===== src/rtl/core/at2_pkg.sv =====
// Shared constants, types and rounding helper for the atan2 pipeline.
// Depends on nothing; every other file of the block imports it.
`timescale 1ns / 1ps
package at2_pkg;

  localparam int SAMPLE_WIDTH        = 16;
  localparam int ANGLE_FRACTION_BITS = 13;
  localparam int ANGLE_WIDTH         = ANGLE_FRACTION_BITS + 3;

  localparam int MAG_WIDTH  = SAMPLE_WIDTH;
  localparam int REM_WIDTH  = MAG_WIDTH + 1;
  localparam int RATIO_BITS = 16;
  localparam int SQ_WIDTH   = 2 * RATIO_BITS;
  localparam int POLY_FRAC  = 30;
  localparam int ACC_WIDTH  = 32;
  localparam int WIDE_WIDTH = 64;
  localparam int FOLD_WIDTH = POLY_FRAC + 4;
  localparam int OUT_SHIFT  = POLY_FRAC - ANGLE_FRACTION_BITS;

  localparam int DIV_BITS_PER_STAGE = 4;
  localparam int DIV_STAGES         = RATIO_BITS / DIV_BITS_PER_STAGE;
  localparam int HORNER_STEPS       = 5;
  localparam int POST_STAGES        = 5;

  localparam longint unsigned NANO_SCALE = 64'd1000000000;
  localparam longint unsigned NANO_HALF  = NANO_SCALE / 2;

  localparam longint K5_Q30 = longint'(((64'd13480470 << POLY_FRAC) + NANO_HALF) / NANO_SCALE);
  localparam longint K4_Q30 = longint'(((64'd57477314 << POLY_FRAC) + NANO_HALF) / NANO_SCALE);
  localparam longint K3_Q30 = longint'(((64'd121239071 << POLY_FRAC) + NANO_HALF) / NANO_SCALE);
  localparam longint K2_Q30 = longint'(((64'd195635925 << POLY_FRAC) + NANO_HALF) / NANO_SCALE);
  localparam longint K1_Q30 = longint'(((64'd332994597 << POLY_FRAC) + NANO_HALF) / NANO_SCALE);
  localparam longint K0_Q30 = longint'(((64'd999995630 << POLY_FRAC) + NANO_HALF) / NANO_SCALE);
  localparam longint HALF_PI_Q30 =
    longint'(((64'd1570796327 << POLY_FRAC) + NANO_HALF) / NANO_SCALE);
  localparam longint PI_Q30 =
    longint'(((64'd3141592654 << POLY_FRAC) + NANO_HALF) / NANO_SCALE);

  typedef logic        [MAG_WIDTH-1:0]  mag_t;
  typedef logic        [REM_WIDTH-1:0]  rem_t;
  typedef logic        [RATIO_BITS-1:0] ratio_t;
  typedef logic        [SQ_WIDTH-1:0]   sq_t;
  typedef logic signed [ACC_WIDTH-1:0]  acc_t;
  typedef logic signed [WIDE_WIDTH-1:0] wide_t;
  typedef logic signed [FOLD_WIDTH-1:0] fold_val_t;
  typedef logic signed [ANGLE_WIDTH-1:0] angle_t;

  localparam acc_t HORNER_INIT = ACC_WIDTH'(-K5_Q30);
  localparam acc_t HORNER_K [HORNER_STEPS] = '{
    ACC_WIDTH'(K4_Q30), ACC_WIDTH'(-K3_Q30), ACC_WIDTH'(K2_Q30),
    ACC_WIDTH'(-K1_Q30), ACC_WIDTH'(K0_Q30)
  };

  localparam fold_val_t HALF_PI_F      = FOLD_WIDTH'(HALF_PI_Q30);
  localparam fold_val_t PI_F           = FOLD_WIDTH'(PI_Q30);
  localparam fold_val_t PI_LESS_HALF_F = FOLD_WIDTH'(PI_Q30 - HALF_PI_Q30);

  typedef struct packed {
    logic x_neg;
    logic y_neg;
    logic swap;
  } fold_t;

  typedef struct packed {
    fold_t  fold;
    logic   zero;
    logic   equal;
    rem_t   rem;
    mag_t   dvsr;
    ratio_t quot;
  } div_t;

  typedef struct packed {
    fold_t  fold;
    ratio_t ratio;
    sq_t    sq;
    acc_t   acc;
  } hrn_t;

  // Divide by 2^n, round to nearest, ties away from zero.
  function automatic wide_t rnd_shr(input wide_t v, input int unsigned n);
    wide_t adj;
    adj = v + (64'sd1 <<< (n - 1));
    if (v[WIDE_WIDTH-1]) begin
      adj = adj - 64'sd1;
    end
    return adj >>> n;
  endfunction

endpackage


===== src/rtl/core/at2_horner_stage.sv =====
// One Horner step in s: registered multiply, then round and add coefficient.
// Depends on at2_pkg.
`timescale 1ns / 1ps
module at2_horner_stage import at2_pkg::*; (
  input  logic clk_i,
  input  logic rst_ni,
  input  logic en_i,
  input  logic valid_i,
  input  hrn_t stage_i,
  input  acc_t coef_i,
  output logic valid_o,
  output hrn_t stage_o
);

  logic signed [SQ_WIDTH:0] sq_ext;
  wide_t prod_d, prod_q;
  hrn_t  mid_q, stage_d, stage_q;
  logic  mid_valid_q, valid_q;

  assign sq_ext = $signed({1'b0, stage_i.sq});
  assign prod_d = stage_i.acc * sq_ext;

  always_comb begin
    stage_d     = mid_q;
    stage_d.acc = ACC_WIDTH'(rnd_shr(prod_q, SQ_WIDTH)) + coef_i;
  end

  always_ff @(posedge clk_i or negedge rst_ni) begin
    if (!rst_ni) begin
      mid_valid_q <= 1'b0;
      valid_q     <= 1'b0;
    end else if (en_i) begin
      mid_valid_q <= valid_i;
      valid_q     <= mid_valid_q;
    end
  end

  always_ff @(posedge clk_i) begin
    if (en_i) begin
      prod_q  <= prod_d;
      mid_q   <= stage_i;
      stage_q <= stage_d;
    end
  end

  assign valid_o = valid_q;
  assign stage_o = stage_q;

endmodule


===== config.mk =====
export PLATFORM = sky130hd
export DESIGN_NAME = at2_horner_stage
export DESIGN_NICKNAME = d
export VERILOG_FILES = /design/src/rtl/core/at2_pkg.sv /design/src/rtl/core/at2_horner_stage.sv
export SDC_FILE = /design/constraint.sdc
export NUM_CORES = 2
export LEC_CHECK = 0
export ABC_AREA = 1
export BUFFER_PORTS_ARGS = -buffer_cell sky130_fd_sc_hd__buf_4
export CAP_MARGIN = 10
export CORE_MARGIN = 2
export CORE_UTILIZATION = 45
export DETAILED_ROUTE_END_ITERATION = 16
export GPL_ROUTABILITY_DRIVEN = 0
export MAX_ROUTING_LAYER = met4
export SLEW_MARGIN = 20
export SYNTH_ARGS = -nofsm -noshare
export SYNTH_HDL_FRONTEND = slang
export SYNTH_SLANG_ARGS = --single-unit

===== constraint.sdc =====
create_clock -name clk_i -period 4.41 [get_ports clk_i]
set_input_delay 0.2205 -clock clk_i [delete_from_list [all_inputs] [get_ports clk_i]]
set_output_delay 0.2205 -clock clk_i [all_outputs]
set_load 0.01 [all_outputs]

# Word level (Yosys, flattened, before mapping)

Index checks and enable logic that the tools add are counted.

Register bits after elaboration: 200
Input port bits: 119
Logic and storage cells: 19

Add/sub/neg operators: 3
Multiply operators: 1
Multiplexer cells: 1

Operator list:

| kind                     | count |
|---|---|
| $add A64 B33 Y64 const B | 1 |
| $mul A32 B33 Y64         | 1 |
| $mux W64                 | 1 |
| $sub A64 B2 Y64 const B  | 1 |
| $add A32 B32 Y32         | 1 |

# Logic depth before layout (Yosys ltp)

Word-level depth: 4
Mapped depth: 30

# Least setup slack after synthesis

OpenSTA, ideal clock, no wires.

Kind: in2reg
Start: input port stage_i[47] in the netlist's numbering
End: register prod_q[44] (data pin)
Library setup time: 265 ps
Arrival time: 6120 ps
Data required time: 4145 ps
Path slack: -1975 ps
Cell stages on the path: 25
Path through: clkbuf_1 nand2_1 inv_1 fa_1 fa_1 inv_1 fa_1 fa_1 inv_1 fa_1 inv_1 fa_1 inv_1 fa_1 fa_1 ha_1 nand2_1 nor2_1 inv_1 nor3_1 a21oi_1 o21ai_0 nand2_1 o21ai_0 xor2_1

Longest elaborated chain between the ends: 1

RTL lines:

| item                 | RTL line               | RTL |
|---|---|---|
| from (decl)          | at2_horner_stage.sv:9  | `input hrn_t stage_i,` |
| $mul A32 B33 Y64     | at2_horner_stage.sv:21 | `assign prod_d = stage_i.acc * sq_ext;` |
| via prod_d[44]       | at2_horner_stage.sv:16 | `wide_t prod_d, prod_q;` |
| to (signal assigned) | at2_horner_stage.sv:40 | `prod_q <= prod_d;` |
| to (decl)            | at2_horner_stage.sv:16 |  |

The timed path passes the listed nets, and every way through them passes these cells.
A chain may end at the register's enable or synchronous reset.

# Final worst setup path

Start: input port stage_i[46] in the netlist's numbering
End: register prod_q[43] (data pin)

The elaborated chain is that of the path after synthesis.

==> run_results.csv <==
group,metric,value,unit
run_status,status,"finished, violations left",
run_status,violations,"negative setup slack",
synthesis,yosysTopAreaCell,"fa_1",
sta,worst_pin_slew,0.646,ns
job,cap_violations,0,
drt,dr.pass1.iters,5,
grt,grt_pass1_vias,39600,
sta,fin_crit_sh,1.38,
grt,grt_overflow_total,0,
synthesis,synth_seq_area_share,0.132,
synthesis,syn-num-nets,6977,
final_layout,drive_gt1_frac,0.225,
die,die_area,104000,sq um
die,num_rows,116,
sta,final-hold-violation-count,0,
critical_path,crit_path_start_kind,"primary input",
drt,wl_met1,55.9,mm
die,core,100000,sq um
critical_path,crit_path_top_delay_cell,"fa_1",
grt,grt_pass1_wl,211,mm
synthesis,ys_types,45,
final_layout,nFillCells,8826,
clocking,path_clk_slew,0.09,ns
critical_path,cp_max_fo,8,
sta,maxSlewViolCount,0,
critical_path,end_kind,"flop",
clocking,clk_latency,0.54,ns
final_layout,final_common_cell,"inv_1",
grt,antenna_found_initial,1,
final_layout,nets,7581,
grt,grt_max_degree,79,
clocking,h-tree-depth,4,
drt,drt-wirelength-per-cell,17.5,um
synthesis,synth_top_area_frac,0.395,
critical_path,crit_type,"in -> reg",
drt,dr_wl_met2,66.9,mm
final_layout,areaGrowthSynthToFinish,26.4,%
critical_path,critical_path_arrival,6.35,ns
die,start_util,0.454,
sta,fin_crit,6.07,ns
clocking,clock_path_buffers,2,
sta,rsz0062_at_grt,"true",
die,die_x,322,um
drt,highest_layer,"met4",
placed_design,dp_hpwl,110,mm
critical_path,cp.required,4.69,ns
final_layout,utilization,0.574,
drt,wl,133,mm
clocking,root_buffer,"clkbuf_16",
grt,grt_usage,0.270,
critical_path,critPathMaxStageDelay,0.59,ns
synthesis,synth_area,45600,sq um
drt,dr_total_vias,37300,
sta,fmax,165,MHz
clocking,cts_tree,"built",
sta,finalWorstSetupSlack,-1.66,ns
synthesis,synth-seq-cells,200,
synthesis,syn_area_per_cell,8.08,sq um
synthesis,yosys_warnings,0,
clocking,cts_made_buffers,17,
critical_path,cp_num_buf_inv,8,
die,ios,203,
hold_path,hold_path.class,"in -> reg",
drt,dr_wl_met3,6.83,mm
drt,drt_iter0_markers,2388,
final_layout,most-common-layout-cells,"inv_1, nand2_1, fa_1",
clocking,clock_sinks,200,
drt,antenna_left,0,
die,die-height,322,um
placed_design,pre_cts_slack,-2.55,ns
synthesis,syn-instance-count,5637,
drt,via_per_inst,4.90,
sta,setup_viol,56,
sta,relSlewSlack,0.569,
sta,skew,0.0202,ns
final_layout,diodes,0,
synthesis,synthTopCellsByArea,"fa_1, inv_1, edfxtp_1",
critical_path,cp_common_cell,"fa_1",
critical_path,path_delay_family,"adder cells",
critical_path,crit_chain,"buf_12 > buf_12 > nand2_4 > inv_2 > fa_1 > inv_1 > fa_1 > inv_2 > fa_1 > fa_2 > fa_1 > fa_2 > fa_1 > inv_2 > fa_1 > inv_2 > ha_4 > a21o_1 > a21oi_2 > o21ai_2 > a21oi_2 > nand3_2 > buf_6 > xor2_2",
drt,post-route-drc-count,0,
placed_design,port_buffers,202,
-- Yosys cell counts, drive strengths merged --
cell type  instances
nor4               8
nor2             268
a221oi             1
o31ai              2
o311ai             2
buf                1
o221ai             1
dfrtp              2
or2               13
nand2           1416
o2111ai            2
nand4             28
o21bai            18
inv             1758
edfxtp           198
o211ai             6
a21o              21
a21oi            119
ha               323
a31oi             19
o21ai             57
nor3              40
a211oi             1
xor2              87
o21a               5
and3               2
xnor2             33
clkinv             3
a21boi             3
nand3            100
clkbuf           192
a31o               1
nand3b             7
and2               2
fa               898
-- routing by layer --
metal,global-route usage,up-vias
met5,-,-
met4,0.0703,0
met3,0.0267,247
met2,0.469,1077
met1,0.339,18600
li1,-,17300
-- kinds of logic (layout without fill, tap and decap cells) --
kind of cell	Yosys count	in the layout	share of synthesized area
buffers and inverters	1954	2571	0.161
AND/OR/NAND/NOR	1884	1884	0.168
XOR/XNOR	120	120	0.0231
AO/OA/AOI/OAI	258	258	0.0325
flip-flops	200	200	0.132
adder cells (fa/ha/maj)	1221	1221	0.483
-- worst reg2reg max path: cells and delay by family, from the launching register on --
family | cells | cell delay, ns
AND/OR/NAND/NOR | 16 | 2.10
adder cells (fa/ha/maj) | 2 | 0.60
XOR/XNOR | 1 | 0.20
AO/OA/AOI/OAI | 2 | 0.38
flip-flops | 1 | 0.43
buffers and inverters | 2 | 0.15
-- path summary, 6_finish.rpt --
| path | start | end | slack [ns] | depth (start not counted) |
|---|---|---|---|---|
| setup / recovery | stage_i[46] | prod_q[43]$_DFFE_PP_ | -1.66 | 24 |
| hold / removal | coef_i[1] | stage_o[1]$_DFFE_PP_ | 0.05 | 2 |
| setup reg to reg | prod_q[31]$_DFFE_PP_ | stage_o[29]$_DFFE_PP_ | 0.33 | 23 |
| hold reg to reg | mid_q[51]$_DFFE_PP_ | stage_o[51]$_DFFE_PP_ | 0.42 | 0 |
| max in group asynchronous | rst_ni | mid_valid_q$_DFFE_PN0P_ | 3.72 | 3 |
| min in group asynchronous | rst_ni | valid_o$_DFFE_PN0P_ | 0.55 | 3 |
-- cell type report --
cell class,count,area [sq um],share of cell area
clock inverter,15,185,0.00322
multi-input combinational,3483,35100,0.610
timing repair buffer,778,7520,0.131
tap,1357,1700,0.0295
inverter,1761,6630,0.115
sequential,200,6000,0.104
clock buffer,17,425,0.00739
-- sequential cells by signal, indices dropped and copies added, names as in the netlist --
| signal | cells |
|---|---|
| stage_o | 83 |
| prod_q | 64 |
| mid_q | 51 |
| mid_valid_q | 1 |
| valid_o | 1 |
-- per-stage QoR --
| step | hold WS (ns) | TNS (ns) | cells | instance area, sq um |
|---|---|---|---|---|
| 6_report | 0.0461 | -76.77 | 7611 | 57600 |
| 5_1_grt | 0.0362 | -84.55 | 7611 | 57600 |
| 4_1_cts | 0.0215 | -74.11 | 7575 | 55700 |
| 3_5_place_dp | 0.00645 | -116.38 | 7466 | 52700 |
| 3_3_place_gp | 0.00417 | -115.26 | 7466 | 52700 |
| 2_1_floorplan | -0.0751 | -74.18 | 5637 | 46700 |
-- what timing repair did --
| item | CTS | global route |
|---|---|---|
| gates cloned | 5 | 3 |
| setup endpoints to repair | 56 | 59 |
| pin swaps | 166 | 189 |
| setup buffers | 47 | 39 |
| hold buffers | 32 | 0 |
| gates resized for setup | 440 | 376 |
| hold endpoints to repair | 32 | 0 |
Power is not shown: default switching activity piles up to over one toggle a cycle in this logic, so the estimate is an artifact.
