## src/rtl/core/at2_pkg.sv

```systemverilog
// Shared constants, types and rounding helper for the atan2 pipeline.
// Depends on nothing; every other file of the block imports it.
`timescale 1ns / 1ps
package at2_pkg;

  localparam int SAMPLE_WIDTH        = 16;
  localparam int ANGLE_FRACTION_BITS = 13;
  localparam int ANGLE_WIDTH         = ANGLE_FRACTION_BITS + 3;

  localparam int MAG_WIDTH  = SAMPLE_WIDTH;
  localparam int REM_WIDTH  = MAG_WIDTH + 1;
  localparam int RATIO_BITS = 16;
  localparam int SQ_WIDTH   = 2 * RATIO_BITS;
  localparam int POLY_FRAC  = 30;
  localparam int ACC_WIDTH  = 32;
  localparam int WIDE_WIDTH = 64;
  localparam int FOLD_WIDTH = POLY_FRAC + 4;
  localparam int OUT_SHIFT  = POLY_FRAC - ANGLE_FRACTION_BITS;

  localparam int DIV_BITS_PER_STAGE = 4;
  localparam int DIV_STAGES         = RATIO_BITS / DIV_BITS_PER_STAGE;
  localparam int HORNER_STEPS       = 5;
  localparam int POST_STAGES        = 5;

  localparam longint unsigned NANO_SCALE = 64'd1000000000;
  localparam longint unsigned NANO_HALF  = NANO_SCALE / 2;

  localparam longint K5_Q30 = longint'(((64'd13480470 << POLY_FRAC) + NANO_HALF) / NANO_SCALE);
  localparam longint K4_Q30 = longint'(((64'd57477314 << POLY_FRAC) + NANO_HALF) / NANO_SCALE);
  localparam longint K3_Q30 = longint'(((64'd121239071 << POLY_FRAC) + NANO_HALF) / NANO_SCALE);
  localparam longint K2_Q30 = longint'(((64'd195635925 << POLY_FRAC) + NANO_HALF) / NANO_SCALE);
  localparam longint K1_Q30 = longint'(((64'd332994597 << POLY_FRAC) + NANO_HALF) / NANO_SCALE);
  localparam longint K0_Q30 = longint'(((64'd999995630 << POLY_FRAC) + NANO_HALF) / NANO_SCALE);
  localparam longint HALF_PI_Q30 =
    longint'(((64'd1570796327 << POLY_FRAC) + NANO_HALF) / NANO_SCALE);
  localparam longint PI_Q30 =
    longint'(((64'd3141592654 << POLY_FRAC) + NANO_HALF) / NANO_SCALE);

  typedef logic        [MAG_WIDTH-1:0]  mag_t;
  typedef logic        [REM_WIDTH-1:0]  rem_t;
  typedef logic        [RATIO_BITS-1:0] ratio_t;
  typedef logic        [SQ_WIDTH-1:0]   sq_t;
  typedef logic signed [ACC_WIDTH-1:0]  acc_t;
  typedef logic signed [WIDE_WIDTH-1:0] wide_t;
  typedef logic signed [FOLD_WIDTH-1:0] fold_val_t;
  typedef logic signed [ANGLE_WIDTH-1:0] angle_t;

  localparam acc_t HORNER_INIT = ACC_WIDTH'(-K5_Q30);
  localparam acc_t HORNER_K [HORNER_STEPS] = '{
    ACC_WIDTH'(K4_Q30), ACC_WIDTH'(-K3_Q30), ACC_WIDTH'(K2_Q30),
    ACC_WIDTH'(-K1_Q30), ACC_WIDTH'(K0_Q30)
  };

  localparam fold_val_t HALF_PI_F      = FOLD_WIDTH'(HALF_PI_Q30);
  localparam fold_val_t PI_F           = FOLD_WIDTH'(PI_Q30);
  localparam fold_val_t PI_LESS_HALF_F = FOLD_WIDTH'(PI_Q30 - HALF_PI_Q30);

  typedef struct packed {
    logic x_neg;
    logic y_neg;
    logic swap;
  } fold_t;

  typedef struct packed {
    fold_t  fold;
    logic   zero;
    logic   equal;
    rem_t   rem;
    mag_t   dvsr;
    ratio_t quot;
  } div_t;

  typedef struct packed {
    fold_t  fold;
    ratio_t ratio;
    sq_t    sq;
    acc_t   acc;
  } hrn_t;

  // Divide by 2^n, round to nearest, ties away from zero.
  function automatic wide_t rnd_shr(input wide_t v, input int unsigned n);
    wide_t adj;
    adj = v + (64'sd1 <<< (n - 1));
    if (v[WIDE_WIDTH-1]) begin
      adj = adj - 64'sd1;
    end
    return adj >>> n;
  endfunction

endpackage

```

## src/rtl/core/at2_if.sv

```systemverilog


interface at2_out_if import at2_pkg::*; ();
  logic   valid;
  logic   ready;
  angle_t angle;

  modport source (output valid, output angle, input ready);
  modport sink   (input valid, input angle, output ready);
endinterface

```

## src/rtl/core/at2_post.sv

```systemverilog
// Final multiply by the ratio, octant fold, output rounding and result register.
// Depends on at2_pkg and at2_out_if.
`timescale 1ns / 1ps
module at2_post import at2_pkg::*; (
  input  logic clk_i,
  input  logic rst_ni,
  input  logic en_i,
  input  logic valid_i,
  input  hrn_t stage_i,
  at2_out_if.source out_o
);

  logic signed [RATIO_BITS:0] ratio_ext;
  logic [POST_STAGES-1:0] vld_q;
  wide_t     prod_d, prod_q;
  fold_t     fold1_q, fold2_q;
  logic      y_neg3_q, y_neg4_q;
  fold_val_t v_d, v_q, w_d, w_q;
  angle_t    r_d, r_q, angle_d, angle_q;

  assign ratio_ext = $signed({1'b0, stage_i.ratio});
  assign prod_d    = stage_i.acc * ratio_ext;
  assign v_d       = FOLD_WIDTH'(rnd_shr(prod_q, RATIO_BITS));

  always_comb begin
    if (fold2_q.swap && !fold2_q.x_neg) begin
      w_d = HALF_PI_F - v_q;
    end else if (!fold2_q.swap && fold2_q.x_neg) begin
      w_d = PI_F - v_q;
    end else if (fold2_q.swap && fold2_q.x_neg) begin
      w_d = PI_LESS_HALF_F + v_q;
    end else begin
      w_d = v_q;
    end
  end

  assign r_d     = ANGLE_WIDTH'(rnd_shr(WIDE_WIDTH'(w_q), OUT_SHIFT));
  assign angle_d = y_neg4_q ? -r_q : r_q;

  always_ff @(posedge clk_i or negedge rst_ni) begin
    if (!rst_ni) begin
      vld_q <= '0;
    end else if (en_i) begin
      vld_q <= {vld_q[POST_STAGES-2:0], valid_i};
    end
  end

  always_ff @(posedge clk_i) begin
    if (en_i) begin
      prod_q   <= prod_d;
      fold1_q  <= stage_i.fold;
      v_q      <= v_d;
      fold2_q  <= fold1_q;
      w_q      <= w_d;
      y_neg3_q <= fold2_q.y_neg;
      r_q      <= r_d;
      y_neg4_q <= y_neg3_q;
      angle_q  <= angle_d;
    end
  end

  assign out_o.valid = vld_q[POST_STAGES-1];
  assign out_o.angle = angle_q;

endmodule
```

## src/flat_wrapper.sv

```systemverilog
// flat-port wrapper written by rule: the top's interface ports become plain ports
module at2_post_flat import at2_pkg::*;
  (clk_i, rst_ni, en_i, valid_i, stage_i, out_o_valid, out_o_angle, out_o_ready);
  at2_out_if out_o_i ();
  input  logic clk_i;
  input  logic rst_ni;
  input  logic en_i;
  input  logic valid_i;
  input  hrn_t stage_i;
  output wire logic [$bits(out_o_i.valid)-1:0] out_o_valid;
  output wire logic [$bits(out_o_i.angle)-1:0] out_o_angle;
  input wire logic [$bits(out_o_i.ready)-1:0] out_o_ready;
  assign out_o_valid = out_o_i.valid;
  assign out_o_angle = out_o_i.angle;
  assign out_o_i.ready = out_o_ready;
  at2_post u_core (.clk_i(clk_i), .rst_ni(rst_ni), .en_i(en_i), .valid_i(valid_i), .stage_i(stage_i), .out_o(out_o_i));
endmodule
```

## config.mk

```make
export PLATFORM = sky130hd
export DESIGN_NAME = at2_post_flat
export DESIGN_NICKNAME = d
export VERILOG_FILES = /design/src/rtl/core/at2_pkg.sv /design/src/rtl/core/at2_if.sv /design/src/rtl/core/at2_post.sv /design/src/flat_wrapper.sv
export SDC_FILE = /design/constraint.sdc
export NUM_CORES = 2
export LEC_CHECK = 0
export BUFFER_PORTS_ARGS = -buffer_cell sky130_fd_sc_hd__buf_4
export CAP_MARGIN = 25
export CORE_MARGIN = 4
export CORE_UTILIZATION = 65
export DETAILED_ROUTE_END_ITERATION = 10
export PLACE_DENSITY = 0.83
export RECOVER_POWER = 25
export SKIP_CTS_REPAIR_TIMING = 1
export SLEW_MARGIN = 0
export SYNTH_ARGS = -nofsm -noshare
export SYNTH_HDL_FRONTEND = slang
export SYNTH_SLANG_ARGS = --single-unit
```

## constraint.sdc

```tcl
create_clock -name clk_i -period 3.1 [get_ports clk_i]
set_input_delay 0.31 -clock clk_i [delete_from_list [all_inputs] [get_ports clk_i]]
set_output_delay 0.31 -clock clk_i [all_outputs]
set_load 0.005 [all_outputs]
```

== After elaboration in Yosys (flattened, before gate mapping) ==
Cells that the tools add are included.
Word-level totals
  flip-flop bits (word level): 162
  bits in latches: 0
  bits in writable memories: 0
  memory bits (read-only): 0
  input bits: 88
  output and inout port bits: 17
  logic and storage cells: 34
  memories kept: 0
Cells by class
  $add $sub $neg: 8
  $mul: 1
  divide/modulo/power cells: 0
  magnitude comparators: 0
  equality and inequality tests: 0
  shift-type cells: 0
  muxes and demuxes: 6
  bitwise operators: 0
  reductions and logical operators: 5
Operator list (number)
  $mux 34: 3
  $add 49x17->50 const B: 1
  $mux 50: 1
  $sub 50x2->50 const B: 1
  $mul 32x17->49: 1
  $add 32x34->34 const A: 1
  $sub 32x34->34 const A: 1
  $sub 33x34->34 const A: 1
  $add 33x18->33 const B: 1
  $mux 33: 1
  $sub 33x2->33 const B: 1
  $mux 16: 1
  $neg 16->16: 1
  $logic_and 1x1->1: 3
  $logic_not 1->1: 2

== Logic depth before layout (Yosys ltp) ==
  depth in word-level cells: 4
  depth in mapped cells: 24
  depth with buffers taken out: 23

== Worst setup path before layout ==
Ideal clock, no wire load.
  kind: input-to-reg
  from: input stage_i[66] in the netlist's numbering
  to: register u_core.prod_q[41] (data pin)
  setup time: 0.260 ns
  arrival: 5.973 ns
  required time: 2.840 ns
  path slack: -3.132 ns
  stages: 22
  buffers on the path: 2
  path through: clkbuf_1 nand2_1 fa_1 fa_1 fa_1 inv_1 fa_1 fa_1 inv_1 fa_1 inv_1 ha_1 clkbuf_1 a21o_1 a21oi_1 o21ai_0 o41ai_1 nor3b_1 o21ai_1 a221o_1 a21oi_1 xnor2_1
Between the ends
  cells in the longest elaborated chain, start to end: 1
Ends and longest elaborated chain
  from (decl): line flat_wrapper.sv:9  | input hrn_t stage_i;
  $mul 32x17->49: line at2_post.sv:22  | assign prod_d = stage_i.acc * ratio_ext;
  via u_core.prod_d[41]: line at2_post.sv:15  | wide_t prod_d, prod_q;
  to (signal assigned): line at2_post.sv:50  | prod_q <= prod_d;
  to (decl): line at2_post.sv:15
The timed path passes the listed nets, and every way through them passes these cells.
A chain may end at the register's enable or synchronous reset.

== Worst setup path in the final report ==
  from: input stage_i[70] in the netlist's numbering
  to: register u_core.prod_q[41] (data pin)
Same word-level chain as after synthesis.

==> metrics <==
outcome=finished with violations; failing checks=max-capacitance violations, max-slew violations, negative setup slack; Worst-Margin Slew=2.18 ns; core area=0.0419 sq mm; cell taking the most area after synthesis=fa_1; Tcrit/Tclk final=185%; slowest CP cell=fa_1; worst reg2reg setup slack=0.05 ns; EDFF count, synth=157; Crit. End Element=register; CP Class=input pin to register; Arr. time, crit path=5.94 ns; CTS Buf Count=17; DPL Wire Length=55900 um; minimum clock period=5.75 ns; MaxCap Viol Count=1; initial antenna violation count=0; Worst-path clk slew=0.07 ns; Hold Crit Class=input pin to register; CTS Buffer Depth=2; mapped cell area=0.0276 sq mm; synth-to-layout area growth=23.7%; post-route ant nets=0; share of cells above drive strength 1=25.2%; CP required=3.29 ns; ys flop type=edfxtp_1; CP cell instances=buf_16 > and2_4 > fa_1 > inv_1 > fa_1 > fa_1 > inv_2 > fa_1 > fa_1 > inv_1 > fa_1 > inv_2 > ha_4 > a21o_1 > a21oi_2 > o21ai_2 > o41ai_2 > nor3b_2 > buf_4 > o21ai_4 > a221o_1 > a21oi_2 > xnor2_1; CP startpoint kind=input pin; Register Area=0.00484 sq mm; final worst setup slack=-2.65 ns; GR Util All Layers=29.8%; top cells by count, synth=603 x inv_1, 489 x fa_1, 391 x nand2_1; Rows=75; largest net degree at the start of global routing=91; Most common cell on crit path=fa_1; most common cell in the synthesized netlist=inv_1; worst-path maximum fanout=5; GRT overflow=0; Final Hold Fails=0; Via Count=22700; share of the synthesized area in the top cell type=35.5%; Nets=4041; port bufs=71; CTS tree=done; Synth area leaders=fa_1 36%, edfxtp_1 17%, inv_1 8.2%; FFs w/ async S/R, synth=3.09%; wirelength, routed=76700 um; H-tree depth=4; final-layout fill cell count=2293; Synth cell types=80; Critical Path Max Stage Delay=0.57 ns; Via density=5.85; max-slew violation count=91; Slew headroom=-45.4%; die height=214 um; Layout Utilization=81.2%; Ports=105; Clock Latency Late Sink=0.44 ns; Synthesized Nets=3687; Clock Skew=0.00939 ns; Initial Util=65.7%; CTS sink count=162; initial DRC count=1756; final setup fails=44; Avg Cell Area, Syn=9.23 sq um; Yosys warnings=0; RSZ-0062 raised after global routing=true; wire length per cell=19.7 um; Ant. Diodes=0; max frequency=174 MHz; Synth Register Bits=162; Syn Inst Count=2986; GP Congestion=0.929; CTS root buffer=clkbuf_16; global-route wire length before repair=111000 um; die width=214 um; Die ar.=0.0457 sq mm; sequential-to-total area share from yosys stat=17.6%; number of global-route vias before repair=23400; DRC viols=0; area of the multi-input gates=0.0216 sq mm; DRT Pass-1 Iters=8
[placed cells by master (no fill, tap or decap), types with 20 or more instances in the layout]
cell type	n
edfxtp_1	157
ha_4	42
fa_1	460
o21ai_0	53
clkbuf_16	24
nor3_1	29
and3_1	22
a21oi_1	55
inv_1	543
and2_4	54
nand3_1	40
xnor2_1	128
inv_2	60
buf_6	56
buf_4	368
nand2_1	364
nand2_2	23
nor2_1	91
and2_1	194
a21oi_2	25
fa_2	29
ha_1	78
a21o_1	20
xor2_1	50
[sequential cells by signal, summed over array words and instances (netlist names)]
register and flops:
u_core.fold1_q 3, u_core.out_o.angle 16, u_core.y_neg3_q 1, u_core.v_q 34, u_core.prod_q 49, u_core.vld_q 5
u_core.r_q 16, u_core.w_q 34, u_core.y_neg4_q 1, u_core.fold2_q 3
[critical path, delay by kind of cell]
kind	cells	cell delay [ns]
simple gates	2	0.36
buf+inv	6	0.50
compound gates	7	1.34
fa+ha+maj	7	3.33
xor+xnor	1	0.08
[logic make-up after synthesis]
family,after synthesis,synth area share (%)
simple gates,951,17.3
buf+inv,737,10.2
fa+ha+maj,613,41.2
compound gates,334,7.79
xor+xnor,181,5.75
flops,162,17.6
mux,8,0.313
[path summary, 6_finish.rpt]
check / start / to / depth (start not counted)
max in group asynchronous: rst_ni / u_core.vld_q[1] / 2
max: stage_i[70] / u_core.prod_q[41] / 23
min in group asynchronous: rst_ni / u_core.vld_q[4] / 2
max reg2reg: u_core.prod_q[14] / u_core.v_q[17] / 10
min: stage_i[81] / u_core.fold1_q[1] / 1
min reg2reg: u_core.y_neg3_q / u_core.y_neg4_q / 0
[layer usage]
layer	part of all wire, %	GRT usage (%)
met4	5.1	10.0
met3	6.7	4.24
met1	37	38.7
met2	52	52.1
met5	0	0
[through the flow]
step	hold slack (ns)	cell area, sq um	setup TNS (ns)	std cells	worst slack (ns)
floorplan	0.0144	28500	-86.48	2986	-2.70
global placement	0.111	31600	-107.42	3819	-3.27
detailed placement	0.112	31600	-110.89	3819	-3.40
CTS	-0.348	32200	-90.86	3851	-2.93
global route	0.0629	34100	-94.40	3892	-2.82
finish	0.0747	34100	-88.32	3892	-2.65
[layout make-up]
class                           instances  share of cell area [%]
Multi-Input combinational cell       2087                    63.3
Sequential cell                       162                    14.2
Timing Repair Buffer                  468                    12.2
Inverter                              604                    6.65
Tap cell                              539                    1.98
Clock buffer                           17                    1.25
Clock inverter                         15                   0.433
Power is not shown: default switching activity piles up to over one toggle a cycle in this logic, so the estimate is an artifact.
