### src/rtl/core/at2_pkg.sv
// Shared constants, types and rounding helper for the atan2 pipeline.
// Depends on nothing; every other file of the block imports it.
`timescale 1ns / 1ps
package at2_pkg;

  localparam int SAMPLE_WIDTH        = 16;
  localparam int ANGLE_FRACTION_BITS = 13;
  localparam int ANGLE_WIDTH         = ANGLE_FRACTION_BITS + 3;

  localparam int MAG_WIDTH  = SAMPLE_WIDTH;
  localparam int REM_WIDTH  = MAG_WIDTH + 1;
  localparam int RATIO_BITS = 16;
  localparam int SQ_WIDTH   = 2 * RATIO_BITS;
  localparam int POLY_FRAC  = 30;
  localparam int ACC_WIDTH  = 32;
  localparam int WIDE_WIDTH = 64;
  localparam int FOLD_WIDTH = POLY_FRAC + 4;
  localparam int OUT_SHIFT  = POLY_FRAC - ANGLE_FRACTION_BITS;

  localparam int DIV_BITS_PER_STAGE = 4;
  localparam int DIV_STAGES         = RATIO_BITS / DIV_BITS_PER_STAGE;
  localparam int HORNER_STEPS       = 5;
  localparam int POST_STAGES        = 5;

  localparam longint unsigned NANO_SCALE = 64'd1000000000;
  localparam longint unsigned NANO_HALF  = NANO_SCALE / 2;

  localparam longint K5_Q30 = longint'(((64'd13480470 << POLY_FRAC) + NANO_HALF) / NANO_SCALE);
  localparam longint K4_Q30 = longint'(((64'd57477314 << POLY_FRAC) + NANO_HALF) / NANO_SCALE);
  localparam longint K3_Q30 = longint'(((64'd121239071 << POLY_FRAC) + NANO_HALF) / NANO_SCALE);
  localparam longint K2_Q30 = longint'(((64'd195635925 << POLY_FRAC) + NANO_HALF) / NANO_SCALE);
  localparam longint K1_Q30 = longint'(((64'd332994597 << POLY_FRAC) + NANO_HALF) / NANO_SCALE);
  localparam longint K0_Q30 = longint'(((64'd999995630 << POLY_FRAC) + NANO_HALF) / NANO_SCALE);
  localparam longint HALF_PI_Q30 =
    longint'(((64'd1570796327 << POLY_FRAC) + NANO_HALF) / NANO_SCALE);
  localparam longint PI_Q30 =
    longint'(((64'd3141592654 << POLY_FRAC) + NANO_HALF) / NANO_SCALE);

  typedef logic        [MAG_WIDTH-1:0]  mag_t;
  typedef logic        [REM_WIDTH-1:0]  rem_t;
  typedef logic        [RATIO_BITS-1:0] ratio_t;
  typedef logic        [SQ_WIDTH-1:0]   sq_t;
  typedef logic signed [ACC_WIDTH-1:0]  acc_t;
  typedef logic signed [WIDE_WIDTH-1:0] wide_t;
  typedef logic signed [FOLD_WIDTH-1:0] fold_val_t;
  typedef logic signed [ANGLE_WIDTH-1:0] angle_t;

  localparam acc_t HORNER_INIT = ACC_WIDTH'(-K5_Q30);
  localparam acc_t HORNER_K [HORNER_STEPS] = '{
    ACC_WIDTH'(K4_Q30), ACC_WIDTH'(-K3_Q30), ACC_WIDTH'(K2_Q30),
    ACC_WIDTH'(-K1_Q30), ACC_WIDTH'(K0_Q30)
  };

  localparam fold_val_t HALF_PI_F      = FOLD_WIDTH'(HALF_PI_Q30);
  localparam fold_val_t PI_F           = FOLD_WIDTH'(PI_Q30);
  localparam fold_val_t PI_LESS_HALF_F = FOLD_WIDTH'(PI_Q30 - HALF_PI_Q30);

  typedef struct packed {
    logic x_neg;
    logic y_neg;
    logic swap;
  } fold_t;

  typedef struct packed {
    fold_t  fold;
    logic   zero;
    logic   equal;
    rem_t   rem;
    mag_t   dvsr;
    ratio_t quot;
  } div_t;

  typedef struct packed {
    fold_t  fold;
    ratio_t ratio;
    sq_t    sq;
    acc_t   acc;
  } hrn_t;

  // Divide by 2^n, round to nearest, ties away from zero.
  function automatic wide_t rnd_shr(input wide_t v, input int unsigned n);
    wide_t adj;
    adj = v + (64'sd1 <<< (n - 1));
    if (v[WIDE_WIDTH-1]) begin
      adj = adj - 64'sd1;
    end
    return adj >>> n;
  endfunction

endpackage

### src/rtl/core/at2_div_stage.sv
// One registered slice of the restoring ratio divider: four quotient bits.
// Depends on at2_pkg.
`timescale 1ns / 1ps
module at2_div_stage import at2_pkg::*; (
  input  logic clk_i,
  input  logic rst_ni,
  input  logic en_i,
  input  logic valid_i,
  input  div_t stage_i,
  output logic valid_o,
  output div_t stage_o
);

  div_t stage_d, stage_q;
  rem_t shifted;
  logic valid_q;

  always_comb begin
    stage_d = stage_i;
    shifted = '0;
    for (int i = 0; i < DIV_BITS_PER_STAGE; i++) begin
      shifted = {stage_d.rem[REM_WIDTH-2:0], 1'b0};
      if (shifted >= {1'b0, stage_d.dvsr}) begin
        stage_d.rem  = shifted - {1'b0, stage_d.dvsr};
        stage_d.quot = {stage_d.quot[RATIO_BITS-2:0], 1'b1};
      end else begin
        stage_d.rem  = shifted;
        stage_d.quot = {stage_d.quot[RATIO_BITS-2:0], 1'b0};
      end
    end
  end

  always_ff @(posedge clk_i or negedge rst_ni) begin
    if (!rst_ni) begin
      valid_q <= 1'b0;
    end else if (en_i) begin
      valid_q <= valid_i;
    end
  end

  always_ff @(posedge clk_i) begin
    if (en_i) begin
      stage_q <= stage_d;
    end
  end

  assign valid_o = valid_q;
  assign stage_o = stage_q;

endmodule

### config.mk
export PLATFORM = sky130hd
export DESIGN_NAME = at2_div_stage
export DESIGN_NICKNAME = d
export VERILOG_FILES = /design/src/rtl/core/at2_pkg.sv /design/src/rtl/core/at2_div_stage.sv
export SDC_FILE = /design/constraint.sdc
export NUM_CORES = 1
export LEC_CHECK = 0
export ABC_AREA = 1
export BUFFER_PORTS_ARGS = -buffer_cell sky130_fd_sc_hd__buf_4
export CAP_MARGIN = 20
export CELL_PAD_IN_SITES_DETAIL_PLACEMENT = 1
export CELL_PAD_IN_SITES_GLOBAL_PLACEMENT = 1
export CORE_ASPECT_RATIO = 1.5
export CORE_MARGIN = 8
export CORE_UTILIZATION = 41
export CTS_CLUSTER_DIAMETER = 100
export CTS_CLUSTER_SIZE = 40
export DETAILED_ROUTE_END_ITERATION = 6
export GPL_TIMING_DRIVEN = 1
export PLACE_DENSITY = 0.78
export RECOVER_POWER = 100
export SYNTH_ARGS = -nofsm -noshare
export SYNTH_HDL_FRONTEND = slang
export SYNTH_SLANG_ARGS = --single-unit
### constraint.sdc
create_clock -name clk_i -period 0.9 [get_ports clk_i]
set_input_delay 0.27 -clock clk_i [delete_from_list [all_inputs] [get_ports clk_i]]
set_output_delay 0.27 -clock clk_i [all_outputs]
set_load 0.02 [all_outputs]
==> results of run 1 <==
[stage by stage]
step / setup WS (ps) / hold slack [ps] / instance area (µm²) / TNS, ps / cells
after detailed placement: -6350 / 46.9 / 9050 / -126500 / 1299
after global placement: -6020 / 45.6 / 9050 / -118860 / 1299
after floorplan: -5300 / -25.6 / 6120 / -100760 / 772
[synth_stat cells, types with 2 or more instances]
cell / n
a21o_1: 7
a21oi_1: 59
a31oi_1: 3
a41oi_2: 2
buf_2: 6
buf_6: 3
edfxtp_1: 54
ha_1: 61
inv_1: 78
inv_2: 5
inv_4: 2
nand2_1: 238
nand2_2: 10
nand2_4: 5
nand3_1: 46
nand3_2: 3
nand3_4: 2
nand3b_1: 3
nand4_1: 9
nor2_1: 49
nor2_2: 2
nor3_1: 8
o21ai_0: 28
o21ai_1: 11
o21bai_1: 4
or2_2: 3
xnor2_1: 23
xor2_1: 28
[cell families after synthesis]
family / Yosys count
AO/OA/AOI/OAI: 123
buffers and inverters: 96
adder cells (fa/ha/maj): 62
multiplexers: 1
flip-flops: 55
AND/OR/NAND/NOR: 384
XOR/XNOR: 51
==> results.sh, run 1 <==
export IMPL_num_io_pins=113
export IMPL_synth_area_mm2=0.00572
export IMPL_synth_edff_count=54
export IMPL_synth_top_family_by_area="simple AND/OR/NAND/NOR gates"
export IMPL_synthAdderAreaFrac_pct=13.7
export IMPL_die_w_um=112
export IMPL_synth_ff_type="edfxtp_1"
export IMPL_synth_cell_types=48
export IMPL_synthMuxAreaShare_pct=0.197
export IMPL_synth_seq_cells=55
export IMPL_io_buffers=107
export IMPL_status="stopped before the end"
export IMPL_clockBufferDepth=2
export IMPL_synth_nets=892
export IMPL_synth_top_area_share_pct=28.4
export IMPL_rows=53
export IMPL_lastStage="clock tree synthesis (4_1_cts)"
export IMPL_async_flop_share_pct=1.82
export IMPL_cts_max_level=2
export IMPL_error="[ERROR DPL-0033] detailed placement checks failed during check placement."
export IMPL_cts_sinks=55
export IMPL_ys_seq_area_share_pct=28.8
export IMPL_synth_xor_area_share_pct=7.82
export IMPL_initial_core_util_pct=41.4
export IMPL_cts_repair_resized=279
export IMPL_syn_avg_cell_area_um2=7.40
export IMPL_synth_compound_area_share_pct=12.5
export IMPL_dp_hpwl_um=22700
export IMPL_cts_setup_buffers=55
export IMPL_place_gp_congestion=0.947
export IMPL_synth_simple_area_share_pct=30.0
export IMPL_clockRootBuffer="clkbuf_16"
export IMPL_yosysWarningCount=0
export IMPL_fp_dieH_um=161
export IMPL_synthCells=772
export IMPL_synth_area_leaders="edfxtp_1, nand2_1, ha_1"
export IMPL_holdBufCountCts=1
export IMPL_cts_made_buffers=5
export IMPL_yosysTopAreaCell="edfxtp_1"
==> run 2: changes to the inputs <==
Settings changed: CELL_PAD_IN_SITES_DETAIL_PLACEMENT 1 to unset, CELL_PAD_IN_SITES_GLOBAL_PLACEMENT 1 to unset, CORE_ASPECT_RATIO 1.5 to unset, CORE_UTILIZATION 41 to 34, CTS_CLUSTER_DIAMETER 100 to unset, CTS_CLUSTER_SIZE 40 to unset, PLACE_DENSITY 0.78 to unset, PLACE_DENSITY_LB_ADDON set to 0.15.
==> run 2 against run 1 <==
The flow now finishes, with violations (negative setup slack). Synthesized area did not move. Synthesized cell count did not move.
==> results.sh, run 2 <==
export IMPL_dp_slack_ps=-5780
export IMPL_grtUsageTotal_pct=19.0
export IMPL_crit_type="input pin to register"
export IMPL_crit_required_ps=1040
export IMPL_startpoint_type="input pin"
export IMPL_synth_top_area_share_pct=28.4
export IMPL_worstPathArrival_ps=6280
export IMPL_synth_ff_type="edfxtp_1"
export IMPL_fin_crit_ps=6140
export IMPL_slew_violations=0
export IMPL_peakVddDrop_v=0.00320
export IMPL_end_kind="register"
export IMPL_grt_max_degree=19
export IMPL_drc=0
export IMPL_clockBufferDepth=2
export IMPL_crit_top_cell="inv_2"
export IMPL_largest_register_ffs=54
export IMPL_ant_nets=0
export IMPL_startpoint="stage_i[18]"
export IMPL_rsz0062_at_grt="yes"
export IMPL_grt_pass1_vias=6873
export IMPL_finalHoldViolations=0
export IMPL_worstPathMaxFanout=8
export IMPL_ys_top_cells_by_count="nand2_1, inv_1, ha_1"
export IMPL_syn_avg_cell_area_um2=7.40
export IMPL_violations="negative setup slack"
export IMPL_fp_dieH_um=146
export IMPL_hp_class="input pin to register"
export IMPL_num_io_pins=113
export IMPL_final_common_cell="buf_4"
export IMPL_wl_per_cell_um=15.6
export IMPL_yosysWarningCount=0
export IMPL_grt_first_pass_wirelength_um=33100
export IMPL_worst_slew_pin_slew_ps=418
export IMPL_synth_area_leaders="edfxtp_1, nand2_1, ha_1"
export IMPL_yosysTopAreaCell="edfxtp_1"
export IMPL_cellLeakagePower_nw=5.42
export IMPL_finalInstanceArea_mm2=0.0118
export IMPL_syn_to_final_growth_pct=106
export IMPL_fin_skew_ps=0
export IMPL_n_antenna_cell=0
export IMPL_clockRootBuffer="clkbuf_16"
export IMPL_clkLatencyLatePin_ps=300
export IMPL_fmax_mhz=163
export IMPL_cts_made_buffers=5
export IMPL_slowest_stage="a221oi_2"
export IMPL_core_area_mm2=0.0165
export IMPL_drt_initial_drc_count=227
export IMPL_post_route_period_util_pct=682
export IMPL_synthCells=772
export IMPL_routed_wl_um=22500
export IMPL_max_slew_margin_pct=72.0
export IMPL_synth_nets=892
export IMPL_synth_edff_count=54
export IMPL_mostFrequentLayoutCells="buf_4, nand2_1, nand2_2, buf_6, ha_4"
export IMPL_rr_startpoint="valid_o"
export IMPL_drive_gt1_share_pct=65.8
export IMPL_cp_slowest_stage_delay_ps=310
export IMPL_place_gp_congestion=0.902
export IMPL_synth_cell_types=48
export IMPL_cts_tree="yes"
export IMPL_hold_ws_ps=143
export IMPL_grt_overflow_total=0
export IMPL_power_density_mw_per_mm2=3910
export IMPL_yosysMostFrequentCell="nand2_1"
export IMPL_ys_seq_area_share_pct=28.8
export IMPL_cts_sinks=55
export IMPL_worst_slack_ps=-5240
export IMPL_status="finished, violations left"
export IMPL_detailed_place_area_mm2=0.00911
export IMPL_io_buffers=107
export IMPL_drv_cap=0
export IMPL_die_w_um=146
export IMPL_synth_area_mm2=0.00572
export IMPL_firstDrtPassIters=6
export IMPL_die_area_mm2=0.0212
export IMPL_clkTransAtPathRegs_ps=70
export IMPL_hold_path_startpoint="stage_i[51]"
export IMPL_synth_seq_cells=55
export IMPL_antenna_found_initial=0
export IMPL_fin_nets=1345
export IMPL_async_flop_share_pct=1.82
export IMPL_finalSetupViolCount=76
export IMPL_num_vias=6989
export IMPL_cts_max_level=2
export IMPL_viasPerCell=4.83
export IMPL_initial_core_util_pct=34.6
export IMPL_dp_hpwl_um=16300
export IMPL_rows=47
run 2: cell counts after synthesis:
Identical to the previous run, type by type.
run 2: path summary, 6_finish.rpt:
kind                       slack, ps          end  cells after the start
setup / recovery               -5240  stage_o[48]                     45
setup reg to reg                 140      valid_o                      1
hold reg to reg                  540      valid_o                      1
hold / removal                   140  stage_o[51]                      1
min in group asynchronous        290      valid_o                      2
max in group asynchronous        530      valid_o                      2
run 2: worst max-delay path: cells and delay by family:
family                     cells  cell delay (ps)
AOI/OAI and AO/OA             12             2000
adders and majority gates      4              960
buffers and inverters         14             1410
and+or+nand+nor               14             1440
xor gates and xnor gates       1              190
run 2: layout make-up:
class / instances / area, µm²
Timing Repair Buffer: 450 / 3720
Multi-Input combinational cell: 625 / 5560
Timing Repair inverter: 3 / 33.8
Sequential cell: 55 / 1650
Tap cell: 220 / 275
Fill cell: 1188 / 4760
Clock inverter: 3 / 22.5
Inverter: 85 / 382
Clock buffer: 5 / 125
run 2: where the power goes:
group          leakage (nW)  internal, W  switching, W
clock                0.0742      0.00104      0.000921
sequential            0.540      0.00414      0.000245
combinational          4.80       0.0201        0.0195
run 2: metrics by stage:
stage          std cells  TNS [ps]  power [W]  utilization (%)
3_5_place_dp        1356   -115140     0.0307             55.1
4_1_cts             1412   -109000     0.0390             64.7
5_1_grt             1446   -117540     0.0490             71.2
2_1_floorplan        772   -100760     0.0195                -
3_3_place_gp        1356   -113790     0.0305             55.1
6_report            1446   -110290     0.0460             71.2
run 2: cells by family (layout without fill, tap and decap cells):
| family | after synthesis | in the layout | share of synthesized area, % |
|---|---|---|---|
| xor+xnor | 51 | 51 | 7.82 |
| simple gates | 384 | 388 | 30.0 |
| buf+inv | 96 | 546 | 6.98 |
| compound gates | 123 | 123 | 12.5 |
| fa+ha+maj | 62 | 62 | 13.7 |
| mux | 1 | 1 | 0.197 |
| flops | 55 | 55 | 28.8 |
run 2: timing repair:
action / 4_1_cts / 5_1_grt
resized for setup: 250 / 186
cloned: 4 / 3
pin swaps: 55 / 112
buffers inserted: 43 / 31
hold buffers: 1 / 0
setup endpoints to repair: 76 / 76
endpoints found under the hold margin: 1 / 0
run 2: metal layers:
metal	global-route usage (%)	vias up	wire, µm
met5	0	-	0
met4	5.99	0	770
met3	2.49	52	768
met2	35.7	163	11700
met1	21.7	3263	9260
li1	-	3511	-
(Power assumes the default switching activity.)
